`src/srbm_pkg.sv`:
```
// shared types and constants for the slot ring buffer manager
package srbm_pkg;

   // field widths of the request, response and csr port
   localparam int CMD_W      = 3;
   localparam int IDX_W      = 4;
   localparam int TS_W       = 64;
   localparam int CNT_W      = 5;
   localparam int CSR_IDX_W  = 2;
   localparam int CSR_DATA_W = 5;

   // command codes
   localparam logic [CMD_W-1:0] CMD_PUT_ACQUIRE = 3'd0;
   localparam logic [CMD_W-1:0] CMD_PUT_DONE    = 3'd1;
   localparam logic [CMD_W-1:0] CMD_GET_ACQUIRE = 3'd2;
   localparam logic [CMD_W-1:0] CMD_GET_DONE    = 3'd3;
   localparam logic [CMD_W-1:0] CMD_CLEAR       = 3'd4;

   // csr register indexes
   localparam logic [CSR_IDX_W-1:0] CSR_LATEST_MODE  = 2'd0;
   localparam logic [CSR_IDX_W-1:0] CSR_OVERWRITE_EN = 2'd1;
   localparam logic [CSR_IDX_W-1:0] CSR_SLOT_COUNT   = 2'd2;

   // reset value of the slot count register
   localparam logic [CNT_W-1:0] SLOT_COUNT_RESET = 5'd16;

   // per-slot ownership state
   typedef enum logic [1:0] {
      SLOT_FREE    = 2'd0,
      SLOT_WRITING = 2'd1,
      SLOT_FULL    = 2'd2,
      SLOT_READING = 2'd3
   } slot_state_type;

   // sequencer states
   typedef enum logic [3:0] {
      SEQ_IDLE = 4'b0001,
      SEQ_EXEC = 4'b0010,
      SEQ_WALK = 4'b0100,
      SEQ_DONE = 4'b1000
   } seq_state_type;

endpackage

```
`src/srbm_if.sv`:
```
// request and response channel interfaces of the slot ring buffer manager
interface srbm_req_if;
   import srbm_pkg::*;

   logic                 valid;
   logic                 ready;
   logic [CMD_W-1:0]     cmd;
   logic [IDX_W-1:0]     slot_index;
   logic                 data_valid;
   logic [TS_W-1:0]      timestamp;

   modport source (output valid, output cmd, output slot_index, output data_valid,
                   output timestamp, input ready);
   modport sink   (input valid, input cmd, input slot_index, input data_valid,
                   input timestamp, output ready);
endinterface

interface srbm_rsp_if;
   import srbm_pkg::*;

   logic                 valid;
   logic                 ready;
   logic                 ok;
   logic [IDX_W-1:0]     slot;
   logic [TS_W-1:0]      stamp;

   modport source (output valid, output ok, output slot, output stamp, input ready);
   modport sink   (input valid, input ok, input slot, input stamp, output ready);
endinterface

```
`src/srbm_ram.sv`:
```
// generic single write, single read ram with registered read data
module srbm_ram #(
   parameter int WIDTH = 64,
   parameter int DEPTH = 16
) (
   input  logic                     clock,
   input  logic                     wr_en,
   input  logic [$clog2(DEPTH)-1:0] wr_addr,
   input  logic [WIDTH-1:0]         wr_data,
   input  logic                     rd_en,
   input  logic [$clog2(DEPTH)-1:0] rd_addr,
   output logic [WIDTH-1:0]         rd_data
);

   logic [WIDTH-1:0] mem_ff [DEPTH];
   logic [WIDTH-1:0] rd_data_ff;

   // write port
   always_ff @(posedge clock) begin
      if (wr_en) begin
         mem_ff[wr_addr] <= wr_data;
      end
   end

   // registered read port, holds until the next read
   always_ff @(posedge clock) begin
      if (rd_en) begin
         rd_data_ff <= mem_ff[rd_addr];
      end
   end

   assign rd_data = rd_data_ff;

endmodule

```
`src/slot_ring_buffer_manager_top.sv`:
```
// top level of the slot ring buffer manager: slot ownership sequencer and timestamp store
//
// Hands ring buffer slots between one producer and one consumer. Each request transaction
// (put-acquire, put-done, get-acquire, get-done, clear) yields exactly one response
// transaction carrying ok, the granted slot and, for a granted get, the stored timestamp.
// A small sequencer runs each command through a single read/modify/write port on the slot
// state table: the block takes a transaction in SEQ_IDLE, executes it in SEQ_EXEC and
// loads the response register in SEQ_DONE once that register is free. A granted get in
// latest mode without overwrite also walks backward through the ring one slot per cycle
// in SEQ_WALK before SEQ_DONE, freeing the run of full slots behind the granted one: at
// most n - 2 slots for an active slot count n of two or more, none for a one-slot ring.
// The request side is not ready while a transaction is in progress; a finished response
// waits in its output register while the next request is taken. Timestamps live in a ram
// with a registered read. Configuration is written through the csr port; the user must
// write it only while the block is idle, as the block itself does not enforce this.
module slot_ring_buffer_manager_top #(
   parameter int NUM_SLOTS = 16
) (
   input  logic                             clock,
   input  logic                             reset,
   srbm_req_if.sink                         req_chan,
   srbm_rsp_if.source                       rsp_chan,
   input  logic                             csr_wr_en,
   input  logic [srbm_pkg::CSR_IDX_W-1:0]   csr_index,
   input  logic [srbm_pkg::CSR_DATA_W-1:0]  csr_wr_data
);
   import srbm_pkg::*;

   localparam int PW = (NUM_SLOTS > 1) ? $clog2(NUM_SLOTS) : 1;
   localparam int XW = ((PW > CNT_W) ? PW : CNT_W) + 1;

   // configuration registers
   logic             latest_ff;
   logic             overwrite_ff;
   logic [CNT_W-1:0] slot_count_ff;

   // sequencer and command registers
   seq_state_type    seq_ff, seq_in;
   logic [CMD_W-1:0] cmd_ff;
   logic [IDX_W-1:0] idx_ff;
   logic             dvalid_ff;
   logic [TS_W-1:0]  ts_ff;
   logic [PW-1:0]    addr_ff, addr_in;

   // ring pointers
   logic [PW-1:0]    write_ptr_ff, write_ptr_in;
   logic [PW-1:0]    read_ptr_ff, read_ptr_in;
   logic [PW-1:0]    last_put_ff, last_put_in;
   logic [PW-1:0]    last_get_ff, last_get_in;

   // backward walk
   logic [PW-1:0]    walk_i_ff, walk_i_in;
   logic [PW-1:0]    walk_end_ff, walk_end_in;
   logic [XW-1:0]    walk_cnt_ff, walk_cnt_in;

   // result of the command in flight
   logic             ok_ff, ok_in;
   logic [PW-1:0]    grant_ff, grant_in;
   logic             stamp_sel_ff, stamp_sel_in;

   // response register
   logic             rsp_valid_ff;
   logic             rsp_ok_ff;
   logic [IDX_W-1:0] rsp_slot_ff;
   logic [TS_W-1:0]  rsp_stamp_ff;

   // slot state table, one read and one write port
   slot_state_type   slot_state_ff [NUM_SLOTS];
   logic [PW-1:0]    st_raddr;
   slot_state_type   st_rdata;
   logic             st_we;
   logic [PW-1:0]    st_waddr;
   slot_state_type   st_wdata;
   logic             st_clear;

   // timestamp ram ports
   logic             ram_we;
   logic             ram_re;
   logic [TS_W-1:0]  ram_rdata;

   // derived values
   logic [XW-1:0]    cnt_x;
   logic [XW-1:0]    n_cur;
   logic [PW-1:0]    eff_w;
   logic [PW-1:0]    eff_r;
   logic [XW-1:0]    idx_x;
   logic [XW-1:0]    eff_w_inc;
   logic [XW-1:0]    addr_inc;
   logic [PW-1:0]    n_last;
   logic [PW-1:0]    addr_dec;
   logic [PW-1:0]    walk_dec;
   logic             req_fire;
   logic             rsp_free;

   // active slot count and effective pointers
   always_comb begin
      cnt_x = XW'(slot_count_ff);
      if (cnt_x == '0) begin
         n_cur = XW'(1);
      end else if (cnt_x > XW'(NUM_SLOTS)) begin
         n_cur = XW'(NUM_SLOTS);
      end else begin
         n_cur = cnt_x;
      end
      eff_w     = (XW'(write_ptr_ff) < n_cur) ? write_ptr_ff : '0;
      eff_r     = (XW'(read_ptr_ff) < n_cur) ? read_ptr_ff : '0;
      idx_x     = XW'(idx_ff);
      eff_w_inc = XW'(eff_w) + XW'(1);
      addr_inc  = XW'(addr_ff) + XW'(1);
      n_last    = PW'(n_cur - XW'(1));
      addr_dec  = (addr_ff == '0) ? n_last : addr_ff - PW'(1);
      walk_dec  = (walk_i_ff == '0) ? n_last : walk_i_ff - PW'(1);
   end

   // handshakes
   assign req_chan.ready = (seq_ff == SEQ_IDLE);
   assign req_fire       = req_chan.valid && req_chan.ready;
   assign rsp_free       = !rsp_valid_ff || rsp_chan.ready;

   // state table read port follows the walk index while walking
   assign st_raddr = (seq_ff == SEQ_WALK) ? walk_i_ff : addr_ff;
   assign st_rdata = slot_state_ff[st_raddr];

   // sequencer next state and command execution
   always_comb begin
      seq_in       = seq_ff;
      addr_in      = addr_ff;
      write_ptr_in = write_ptr_ff;
      read_ptr_in  = read_ptr_ff;
      last_put_in  = last_put_ff;
      last_get_in  = last_get_ff;
      walk_i_in    = walk_i_ff;
      walk_end_in  = walk_end_ff;
      walk_cnt_in  = walk_cnt_ff;
      ok_in        = ok_ff;
      grant_in     = grant_ff;
      stamp_sel_in = stamp_sel_ff;
      st_we        = 1'b0;
      st_waddr     = addr_ff;
      st_wdata     = SLOT_FREE;
      st_clear     = 1'b0;
      ram_we       = 1'b0;
      ram_re       = 1'b0;

      unique case (seq_ff)
         SEQ_IDLE: begin
            if (req_fire) begin
               // pick the slot the command works on
               case (req_chan.cmd)
                  CMD_PUT_ACQUIRE: addr_in = eff_w;
                  CMD_GET_ACQUIRE: addr_in = eff_r;
                  default:         addr_in = PW'(XW'(req_chan.slot_index));
               endcase
               ok_in        = 1'b0;
               grant_in     = '0;
               stamp_sel_in = 1'b0;
               seq_in       = SEQ_EXEC;
            end
         end

         SEQ_EXEC: begin
            seq_in = SEQ_DONE;
            unique case (cmd_ff)
               CMD_PUT_ACQUIRE: begin
                  if (!(st_rdata == SLOT_READING ||
                        (!overwrite_ff && st_rdata != SLOT_FREE))) begin
                     ram_we      = 1'b1;
                     st_we       = 1'b1;
                     st_wdata    = SLOT_WRITING;
                     last_put_in = addr_ff;
                     ok_in       = 1'b1;
                     grant_in    = addr_ff;
                  end
               end
               CMD_PUT_DONE: begin
                  if (idx_x < n_cur && addr_ff == last_put_ff &&
                      st_rdata == SLOT_WRITING) begin
                     st_we = 1'b1;
                     ok_in = 1'b1;
                     if (dvalid_ff) begin
                        st_wdata     = SLOT_FULL;
                        write_ptr_in = (eff_w_inc >= n_cur) ? '0 : PW'(eff_w_inc);
                        if (latest_ff) begin
                           read_ptr_in = addr_ff;
                        end
                     end
                  end
               end
               CMD_GET_ACQUIRE: begin
                  if (st_rdata == SLOT_FULL) begin
                     ram_re       = 1'b1;
                     st_we        = 1'b1;
                     st_wdata     = SLOT_READING;
                     last_get_in  = addr_ff;
                     ok_in        = 1'b1;
                     grant_in     = addr_ff;
                     stamp_sel_in = 1'b1;
                     if (latest_ff) begin
                        if (!overwrite_ff) begin
                           walk_i_in   = addr_dec;
                           walk_end_in = (addr_inc >= n_cur) ? '0 : PW'(addr_inc);
                           walk_cnt_in = '0;
                           seq_in      = SEQ_WALK;
                        end
                     end else begin
                        read_ptr_in = (addr_inc >= n_cur) ? '0 : PW'(addr_inc);
                     end
                  end
               end
               CMD_GET_DONE: begin
                  if (idx_x < n_cur && addr_ff == last_get_ff) begin
                     st_we    = 1'b1;
                     st_wdata = SLOT_FREE;
                     ok_in    = 1'b1;
                  end
               end
               CMD_CLEAR: begin
                  st_clear     = 1'b1;
                  write_ptr_in = '0;
                  read_ptr_in  = '0;
                  last_put_in  = '0;
                  last_get_in  = '0;
                  ok_in        = 1'b1;
               end
               default: begin
                  ok_in = 1'b0;
               end
            endcase
         end

         SEQ_WALK: begin
            // free one full slot per cycle going backward
            if (walk_cnt_ff < n_cur && walk_i_ff != walk_end_ff &&
                st_rdata == SLOT_FULL) begin
               st_we       = 1'b1;
               st_waddr    = walk_i_ff;
               st_wdata    = SLOT_FREE;
               walk_i_in   = walk_dec;
               walk_cnt_in = walk_cnt_ff + XW'(1);
            end else begin
               seq_in = SEQ_DONE;
            end
         end

         SEQ_DONE: begin
            if (rsp_free) begin
               seq_in = SEQ_IDLE;
            end
         end

         default: begin
            seq_in = SEQ_IDLE;
         end
      endcase
   end

   // sequencer and pointer registers
   always_ff @(posedge clock) begin
      if (reset) begin
         seq_ff       <= SEQ_IDLE;
         write_ptr_ff <= '0;
         read_ptr_ff  <= '0;
         last_put_ff  <= '0;
         last_get_ff  <= '0;
      end else begin
         seq_ff       <= seq_in;
         write_ptr_ff <= write_ptr_in;
         read_ptr_ff  <= read_ptr_in;
         last_put_ff  <= last_put_in;
         last_get_ff  <= last_get_in;
      end
   end

   // command payload and working registers
   always_ff @(posedge clock) begin
      if (req_fire) begin
         cmd_ff    <= req_chan.cmd;
         idx_ff    <= req_chan.slot_index;
         dvalid_ff <= req_chan.data_valid;
         ts_ff     <= req_chan.timestamp;
      end
      addr_ff      <= addr_in;
      walk_i_ff    <= walk_i_in;
      walk_end_ff  <= walk_end_in;
      walk_cnt_ff  <= walk_cnt_in;
      ok_ff        <= ok_in;
      grant_ff     <= grant_in;
      stamp_sel_ff <= stamp_sel_in;
   end

   // slot state table
   always_ff @(posedge clock) begin
      if (reset || st_clear) begin
         for (int k = 0; k < NUM_SLOTS; k++) begin
            slot_state_ff[k] <= SLOT_FREE;
         end
      end else if (st_we) begin
         slot_state_ff[st_waddr] <= st_wdata;
      end
   end

   // timestamp store
   srbm_ram #(
      .WIDTH (TS_W),
      .DEPTH (NUM_SLOTS)
   ) u_time_ram (
      .clock   (clock),
      .wr_en   (ram_we),
      .wr_addr (addr_ff),
      .wr_data (ts_ff),
      .rd_en   (ram_re),
      .rd_addr (addr_ff),
      .rd_data (ram_rdata)
   );

   // response register
   always_ff @(posedge clock) begin
      if (reset) begin
         rsp_valid_ff <= 1'b0;
      end else if (seq_ff == SEQ_DONE && rsp_free) begin
         rsp_valid_ff <= 1'b1;
      end else if (rsp_chan.ready) begin
         rsp_valid_ff <= 1'b0;
      end
   end

   always_ff @(posedge clock) begin
      if (seq_ff == SEQ_DONE && rsp_free) begin
         rsp_ok_ff    <= ok_ff;
         rsp_slot_ff  <= IDX_W'(XW'(grant_ff));
         rsp_stamp_ff <= stamp_sel_ff ? ram_rdata : '0;
      end
   end

   assign rsp_chan.valid = rsp_valid_ff;
   assign rsp_chan.ok    = rsp_ok_ff;
   assign rsp_chan.slot  = rsp_slot_ff;
   assign rsp_chan.stamp = rsp_stamp_ff;

   // configuration writes
   always_ff @(posedge clock) begin
      if (reset) begin
         latest_ff     <= 1'b0;
         overwrite_ff  <= 1'b0;
         slot_count_ff <= SLOT_COUNT_RESET;
      end else if (csr_wr_en) begin
         unique case (csr_index)
            CSR_LATEST_MODE:  latest_ff     <= csr_wr_data[0];
            CSR_OVERWRITE_EN: overwrite_ff  <= csr_wr_data[0];
            CSR_SLOT_COUNT:   slot_count_ff <= csr_wr_data;
            default: begin
               latest_ff <= latest_ff;
            end
         endcase
      end
   end

endmodule
```
`src/flat_wrapper.sv`:
```
// flat-port wrapper written by rule: the top's interface ports become plain ports
module slot_ring_buffer_manager_top_flat import srbm_pkg::*;
#(
   parameter int NUM_SLOTS = 16
)
  (clock, reset, csr_wr_en, csr_index, csr_wr_data, req_chan_valid, req_chan_cmd, req_chan_slot_index, req_chan_data_valid, req_chan_timestamp, req_chan_ready, rsp_chan_valid, rsp_chan_ok, rsp_chan_slot, rsp_chan_stamp, rsp_chan_ready);
  srbm_req_if req_chan_i ();
  srbm_rsp_if rsp_chan_i ();
  input  logic clock;
  input  logic reset;
  input  logic csr_wr_en;
  input  logic [srbm_pkg::CSR_IDX_W-1:0] csr_index;
  input  logic [srbm_pkg::CSR_DATA_W-1:0] csr_wr_data;
  input wire logic [$bits(req_chan_i.valid)-1:0] req_chan_valid;
  input wire logic [$bits(req_chan_i.cmd)-1:0] req_chan_cmd;
  input wire logic [$bits(req_chan_i.slot_index)-1:0] req_chan_slot_index;
  input wire logic [$bits(req_chan_i.data_valid)-1:0] req_chan_data_valid;
  input wire logic [$bits(req_chan_i.timestamp)-1:0] req_chan_timestamp;
  output wire logic [$bits(req_chan_i.ready)-1:0] req_chan_ready;
  output wire logic [$bits(rsp_chan_i.valid)-1:0] rsp_chan_valid;
  output wire logic [$bits(rsp_chan_i.ok)-1:0] rsp_chan_ok;
  output wire logic [$bits(rsp_chan_i.slot)-1:0] rsp_chan_slot;
  output wire logic [$bits(rsp_chan_i.stamp)-1:0] rsp_chan_stamp;
  input wire logic [$bits(rsp_chan_i.ready)-1:0] rsp_chan_ready;
  assign req_chan_i.valid = req_chan_valid;
  assign req_chan_i.cmd = req_chan_cmd;
  assign req_chan_i.slot_index = req_chan_slot_index;
  assign req_chan_i.data_valid = req_chan_data_valid;
  assign req_chan_i.timestamp = req_chan_timestamp;
  assign req_chan_ready = req_chan_i.ready;
  assign rsp_chan_valid = rsp_chan_i.valid;
  assign rsp_chan_ok = rsp_chan_i.ok;
  assign rsp_chan_slot = rsp_chan_i.slot;
  assign rsp_chan_stamp = rsp_chan_i.stamp;
  assign rsp_chan_i.ready = rsp_chan_ready;
  slot_ring_buffer_manager_top #(.NUM_SLOTS(NUM_SLOTS)) u_core (.clock(clock), .reset(reset), .req_chan(req_chan_i), .rsp_chan(rsp_chan_i), .csr_wr_en(csr_wr_en), .csr_index(csr_index), .csr_wr_data(csr_wr_data));
endmodule
```
`config.mk`:
```
export PLATFORM = sky130hd
export DESIGN_NAME = slot_ring_buffer_manager_top_flat
export DESIGN_NICKNAME = d
export VERILOG_FILES = /design/src/srbm_pkg.sv /design/src/srbm_if.sv /design/src/srbm_ram.sv /design/src/slot_ring_buffer_manager_top.sv /design/src/flat_wrapper.sv
export SDC_FILE = /design/constraint.sdc
export NUM_CORES = 1
export LEC_CHECK = 0
export BUFFER_PORTS_ARGS = -buffer_cell sky130_fd_sc_hd__buf_2
export CELL_PAD_IN_SITES_DETAIL_PLACEMENT = 1
export CELL_PAD_IN_SITES_GLOBAL_PLACEMENT = 2
export CORE_UTILIZATION = 49
export DETAILED_ROUTE_END_ITERATION = 8
export PLACE_DENSITY = 0.84
export SYNTH_ARGS = -nofsm -noshare
export SYNTH_HDL_FRONTEND = slang
export SYNTH_HIERARCHICAL = 1
export SYNTH_SLANG_ARGS = --single-unit
```
`constraint.sdc`:
```
create_clock -name clock -period 10.5 [get_ports clock]
set_clock_uncertainty 0.1 [all_clocks]
set_input_delay 0.525 -clock clock [delete_from_list [all_inputs] [get_ports clock]]
set_output_delay 0.525 -clock clock [all_outputs]
set_load 0.01 [all_outputs]
```
==> metrics.cfg, run 1 <==
[worst_setup_path]
worst_path_max_delay_cell=mux2i_1
critPathBufInv=4
cpMostUsedCell=buf_4
critical-path-max-stage-delay_ns=0.85
endpoint_kind=flip-flop
crit_chain=nor4b_4 > buf_4 > mux2i_1 > mux4_2 > or3_1 > nand4_1 > maj3_1 > nand3_1 > inv_1 > nand3_1 > nor3_2 > buf_4 > buf_4
required_ns=10.76
worstPathMaxFanout=35
worstSetupPathType=flip-flop to flip-flop
worstSetupStartpoint=u_core/seq_ff[1]
cp-start-kind=flip-flop
rr_startpoint=u_core/seq_ff[1]
worstPathArrival_ns=6.17
reg2reg_slack_ns=4.59
cp_top_family=buffers and inverters

[cells_and_area]
nNetsFinal=2851
finalInstanceArea_um2=58100
final_core_util_pct=56.9
syn2layout_area_growth_pct=15.0
drive_gt1_share_pct=24.1
diodes=0

[placement]
place_area_um2=52800
routabilityCongestion=0.815
port_buffers=154
hpwlAfterDp_mm=65.0
place_ws_ns=4.28

[routing]
via_per_inst=6.04
postRouteWirelength_mm=120
vias=25426
postRouteAntennaNets=0
routedWlPerCell_um=28.5
drt_iter0_markers=2378
drc_errors=0
first_pass_iters=5

[clocking]
cts_resized=0
cts_setup_buffers=0
cts_root_buf=clkbuf_16
cts.sinks=1313
clk-insertion-delay-late_ns=0.75
htreeDepth=4
numCtsBuffers=135
cts_tree=yes
clk_pin_slew_ns=0.06
clk_path_buf_depth=3

[logic_synthesis]
synthArstFlopShare_pct=0
yosysWarnings=6
synth_top_family_by_area=multiplexers
synth-simple-area-share_pct=3.81
synth.distinct_cells=68
yosys.area_share.xor_xnor_pct=0.347
synth_top_area_share_pct=76.4
synth_edf_count=1285
synthMuxAreaShare_pct=12.2
synth_seq_area_share_pct=77.5
syn_avg_cell_area_um2=20.6
synthAdderAreaFrac_pct=0.738
ys_ff_latch=1313
synth_area_um2=50500
post-synth-top-count-cell=edfxtp_1
synth_top_cell_by_area=edfxtp_1
synth_fp_nets=2571
synthCells=2458
synth_area_leaders=edfxtp_1, mux4_2, a22oi_1
synth_compound_area_share_pct=4.04
dominantRegCellSynth=edfxtp_1
synth_common_cells=edfxtp_1, mux4_2, a22oi_1

[grt]
overflow=0
antenna_found_initial=1
grt_pass1_wl_mm=178
grt_max_degree=122
track_usage_pct=23.5
grt_pass1_vias=27543

[sta]
setup_tns_ns=0
timing.final.ws_setup_ns=4.59
fin_crit_ns=5.91
max_freq_mhz=169
whs_ns=0.0552
setup_viol=0
slew_headroom_pct=11.5
rsz0062_at_grt=no
tightest_slew_ns=1.33
fin_crit_sh_pct=56.3
hold_violations=0
slew_violations=0

[die]
die_x_um=323
core_um2=102000
start_util_pct=49.5
fp-row-count=117
io_pins=155
die_height_um=323
die_area_um2=104000

[hold_path]
min_path_type=input pin to flip-flop
holdCritStartpoint=csr_index[0]

[run]
drv_cap=0

[power]
peakVddDrop_mv=0.151
power_density_nw_per_um2=194
p_leak_nw=18.7

[run_status]
status=finished clean

state kept, by name, indices dropped and copies added (netlist names), 5 cells and up:
name,cells
u_core/ts_ff,64
u_core/u_time_ram/rd_data,64
u_core/slot_state_ff,32
u_core/walk_cnt_ff,6
u_core/rsp_chan.stamp,64
u_core/u_time_ram/mem_ff,1024
u_core/slot_count_ff,5
through the flow:
stage	instances	power, W
after floorplan	2458	0.00631
after global placement	3890	0.00647
after detailed placement	3890	0.00650
after CTS	4209	0.0113
after global routing	4211	0.0115
final	4211	0.0112
report_power, final:
part / switching (W) / internal (W) / total (W)
clock: 0.00202 / 0.00282 / 0.00484
sequential: 0.0000844 / 0.00581 / 0.00589
combinational: 0.000297 / 0.000220 / 0.000517
total: 0.00240 / 0.00885 / 0.0112
cells in the final DEF (no fill, tap or decap), drive strengths merged, types with 7 or more instances in the layout:
cell	netlist	routed
edfxtp	1285	1285
mux4	259	259
buf	57	191
clkbuf	68	159
a22oi	134	134
nand2	118	118
dlygate4sd3	0	77
nor2	72	72
and2	71	71
clkinv	0	59
o21ai	34	34
ha	29	29
mux2i	28	28
dfxtp	28	28
inv	22	27
a211oi	26	26
a21oi	25	25
nand2b	20	20
nand3	20	20
bufinv	0	16
nor3	16	16
xor2	13	13
o31ai	12	12
nor4	11	11
nor2b	10	10
o211ai	8	8
xnor2	7	7
and3	7	7
nor3b	7	7
a31oi	7	7
what timing repair did:
action | in CTS | in global routing
hold buffers | 77 | 0
hold endpoints to repair | 82 | 0
endpoints found under the setup margin | 0 | 0
kinds of logic after synthesis:
family / count (synthesis)
DFF: 1313
and+or+nand+nor: 379
adders and majority gates: 30
buffers and inverters: 147
AOI/OAI and AO/OA: 280
xor gates and xnor gates: 20
muxes: 289
area by class of cell:
class | count | area [um^2]
fill | 8845 | 43900
sequential | 1313 | 39100
multi-input combinational | 998 | 10800
clock buffer | 159 | 3530
timing repair buffer | 268 | 1870
tap | 1368 | 1710
clock inverter | 83 | 957
inverter | 22 | 86.3
final timing paths:
check,endpoint,depth (start not counted)
hold / removal,u_core/latest_ff,4
setup / recovery,u_core/u_time_ram/mem_ff[12][32],13
setup reg to reg,u_core/u_time_ram/mem_ff[12][32],13
hold reg to reg,u_core/rsp_chan.slot[2],0
worst min-delay path, cell delays in order:
cell and delay, ns:
buf_2 0.10, nor3b_1 0.06, mux2i_1 0.11, nor2_1 0.07
layer usage:
metal	global-route usage [%]	up-vias	routed length [um]
li1	-	10710	-
met1	30.6	13570	47800
met2	39.9	959	61700
met3	4.33	187	7600
met4	7.93	0	3030
met5	0	-	0
Power figures use the tool's default switching activity.
==> inputs of run 2 (changes only) <==
--- a/config.mk
+++ b/config.mk
@@ -8,9 +8,9 @@
 export BUFFER_PORTS_ARGS = -buffer_cell sky130_fd_sc_hd__buf_2
 export CELL_PAD_IN_SITES_DETAIL_PLACEMENT = 1
 export CELL_PAD_IN_SITES_GLOBAL_PLACEMENT = 2
-export CORE_UTILIZATION = 49
+export CORE_UTILIZATION = 44
 export DETAILED_ROUTE_END_ITERATION = 8
-export PLACE_DENSITY = 0.84
+export PLACE_DENSITY = 0.8
 export SYNTH_ARGS = -nofsm -noshare
 export SYNTH_HDL_FRONTEND = slang
 export SYNTH_HIERARCHICAL = 1
==> constraint.sdc (replaced) <==
create_clock -name clock -period 5.3 [get_ports clock]
set_clock_uncertainty 0.1 [all_clocks]
set_input_delay 0.265 -clock clock [delete_from_list [all_inputs] [get_ports clock]]
set_output_delay 0.265 -clock clock [all_outputs]
set_load 0.01 [all_outputs]
==> run 2 against run 1 <==
- final area up 1.1%
- critical path depth is 2 lower
- setup slack worse by 4.3 ns
- worst hold slack better by 0.083 ns
- via count is 0.72% higher
- count of clock-buffer cells in the layout grew 10
- sequential cell count did not move
==> metrics.cfg, run 2 (same netlist as run 1, synthesis figures left out) <==
[hold_path]
min_path_type=input pin to flip-flop

[cells_and_area]
multi_input_area_um2=10800
syn2layout_area_growth_pct=16.3
seq_area_um2=39100
finalInstanceArea_um2=58700
final_cell_mix=edfxtp_1, mux4_2, buf_2
fillers=10106
mostFrequentLayoutCell=edfxtp_1
fin_cells=4400
largest_register=u_core/u_time_ram/mem_ff
nNetsFinal=2906
diodes=0
largest_register_ffs=1024
drive_gt1_share_pct=24.9

[die]
fp-row-count=123
die_height_um=341
start_util_pct=44.7
io_pins=155
core_um2=113000
die_area_um2=116000
die_x_um=341

[worst_setup_path]
required_ns=5.57
cpMostUsedCell=buf_4
worstSetupPathType=flip-flop to flip-flop
worstPathMaxFanout=33
worst_path_max_delay_cell=or3b_2
endpoint_kind=flip-flop
cp_top_family=simple AND/OR/NAND/NOR gates
cp-start-kind=flip-flop
crit_chain=nor4b_4 > buf_4 > mux2i_1 > nand4_1 > a32oi_4 > maj3_1 > nand3_1 > inv_1 > or3b_2 > nor2_4 > buf_4
worstPathArrival_ns=5.28
critPathBufInv=3
critical-path-max-stage-delay_ns=0.62

[sta]
tightest_slew_ns=1.28
slew_headroom_pct=14.0
slew_violations=0
timing.final.ws_setup_ns=0.281
setup_tns_ns=0
setup_viol=0
rsz0062_at_grt=no
fin_crit_ns=5.02
fin_crit_sh_pct=94.7
max_freq_mhz=199
hold_violations=0

[placement]
dp.cells=4053
hpwlAfterDp_mm=72.7
place_ws_ns=0.240
place_area_um2=53400
port_buffers=154
routabilityCongestion=0.866

[routing]
routedWlPerCell_um=28.3
postRouteWirelength_mm=125
postRouteAntennaNets=0
first_pass_iters=5
via_per_inst=5.82
drc_errors=0
vias=25609
drt_iter0_markers=2319

[power]
internal-power_w=0.0173
p_leak_nw=19.0
power_frac_comb_pct=4.7
power_density_nw_per_um2=375
power_w=0.0220
peakVddDrop_mv=0.298
p_sw_w=0.00473
swShare_pct=21.5
p_clk_share_pct=42.2
seqPwrFrac_pct=53.1

[grt]
antenna_found_initial=2
track_usage_pct=21.7
grt_pass1_wl_mm=186
grt_max_degree=143
overflow=0
grt_pass1_vias=27989

[clocking]
cts_root_buf=clkbuf_16
htreeDepth=4
cts_tree=yes
numCtsBuffers=137
clk_path_buf_depth=3
clk-insertion-delay-late_ns=0.74
cts.sinks=1313
clk_pin_slew_ns=0.06

[run]
drv_cap=0

[run_status]
status=finished clean

==> run 2: changes by cell type in the layout (fill, tap and decap cells not counted), sizes merged <==
cell         before  now
clkinv           59   60
inv              27   26
buf             191  228
bufinv           16    8
clkinvlp          3    5
clkbuf          159  169
dlygate4sd3      77   93
==> run 2: worst paths after layout <==
check                                             from                              end  slack, ns  cells after the start
worst max-delay path                  u_core/seq_ff[0]  u_core/u_time_ram/mem_ff[1][44]       0.28                     11
worst min-delay path            req_chan_timestamp[33]                 u_core/ts_ff[33]       0.14                      2
worst max register to register        u_core/seq_ff[0]  u_core/u_time_ram/mem_ff[1][44]       0.28                     11
worst min register to register      u_core/grant_ff[2]          u_core/rsp_chan.slot[2]       0.33                      0
==> run 2: power groups by stage <==
stage	logic (W)	registers [W]	clock network (W)
after floorplan	0.000689	0.0118	0
after global placement	0.000967	0.0119	0
after detailed placement	0.000990	0.0119	0
after CTS	0.00105	0.0117	0.00948
after global routing	0.00111	0.0117	0.00980
final	0.00104	0.0117	0.00929
==> run 2: timing repair <==
action | CTS | global route
endpoints found under the setup margin | 0 | 174
buffers inserted | 0 | 8
gates resized for setup | 0 | 2
hold buffers | 93 | 0
endpoints found under the hold margin | 90 | 0
==> run 2: metrics by stage <==
| step | util [%] | hold WS [ns] |
|---|---|---|
| global placement | 47.2 | 0.322 |
| detailed placement | 47.2 | 0.308 |
| global route | 51.9 | 0.125 |
| CTS | 51.9 | 0.0974 |
| finish | 51.9 | 0.139 |
| floorplan | - | 0.264 |
==> run 2: layer usage <==
layer  share of wire (%)  vias to the layer above  track usage, %
li1                    -                    10828               -
met1                  41                    13745            28.3
met2                  52                      862            37.6
met3                 5.5                      174            3.71
met4                 2.1                        0            6.18
met5                   0                        -               0
==> run 2: final cells by class <==
type / count / share of cell area [%]
Multi-Input combinational cell: 998 / 18.4
Tap cell: 1500 / 3.20
Sequential cell: 1313 / 66.6
Timing Repair Buffer: 321 / 4.22
Clock inverter: 77 / 1.10
Clock buffer: 169 / 6.26
Inverter: 22 / 0.147
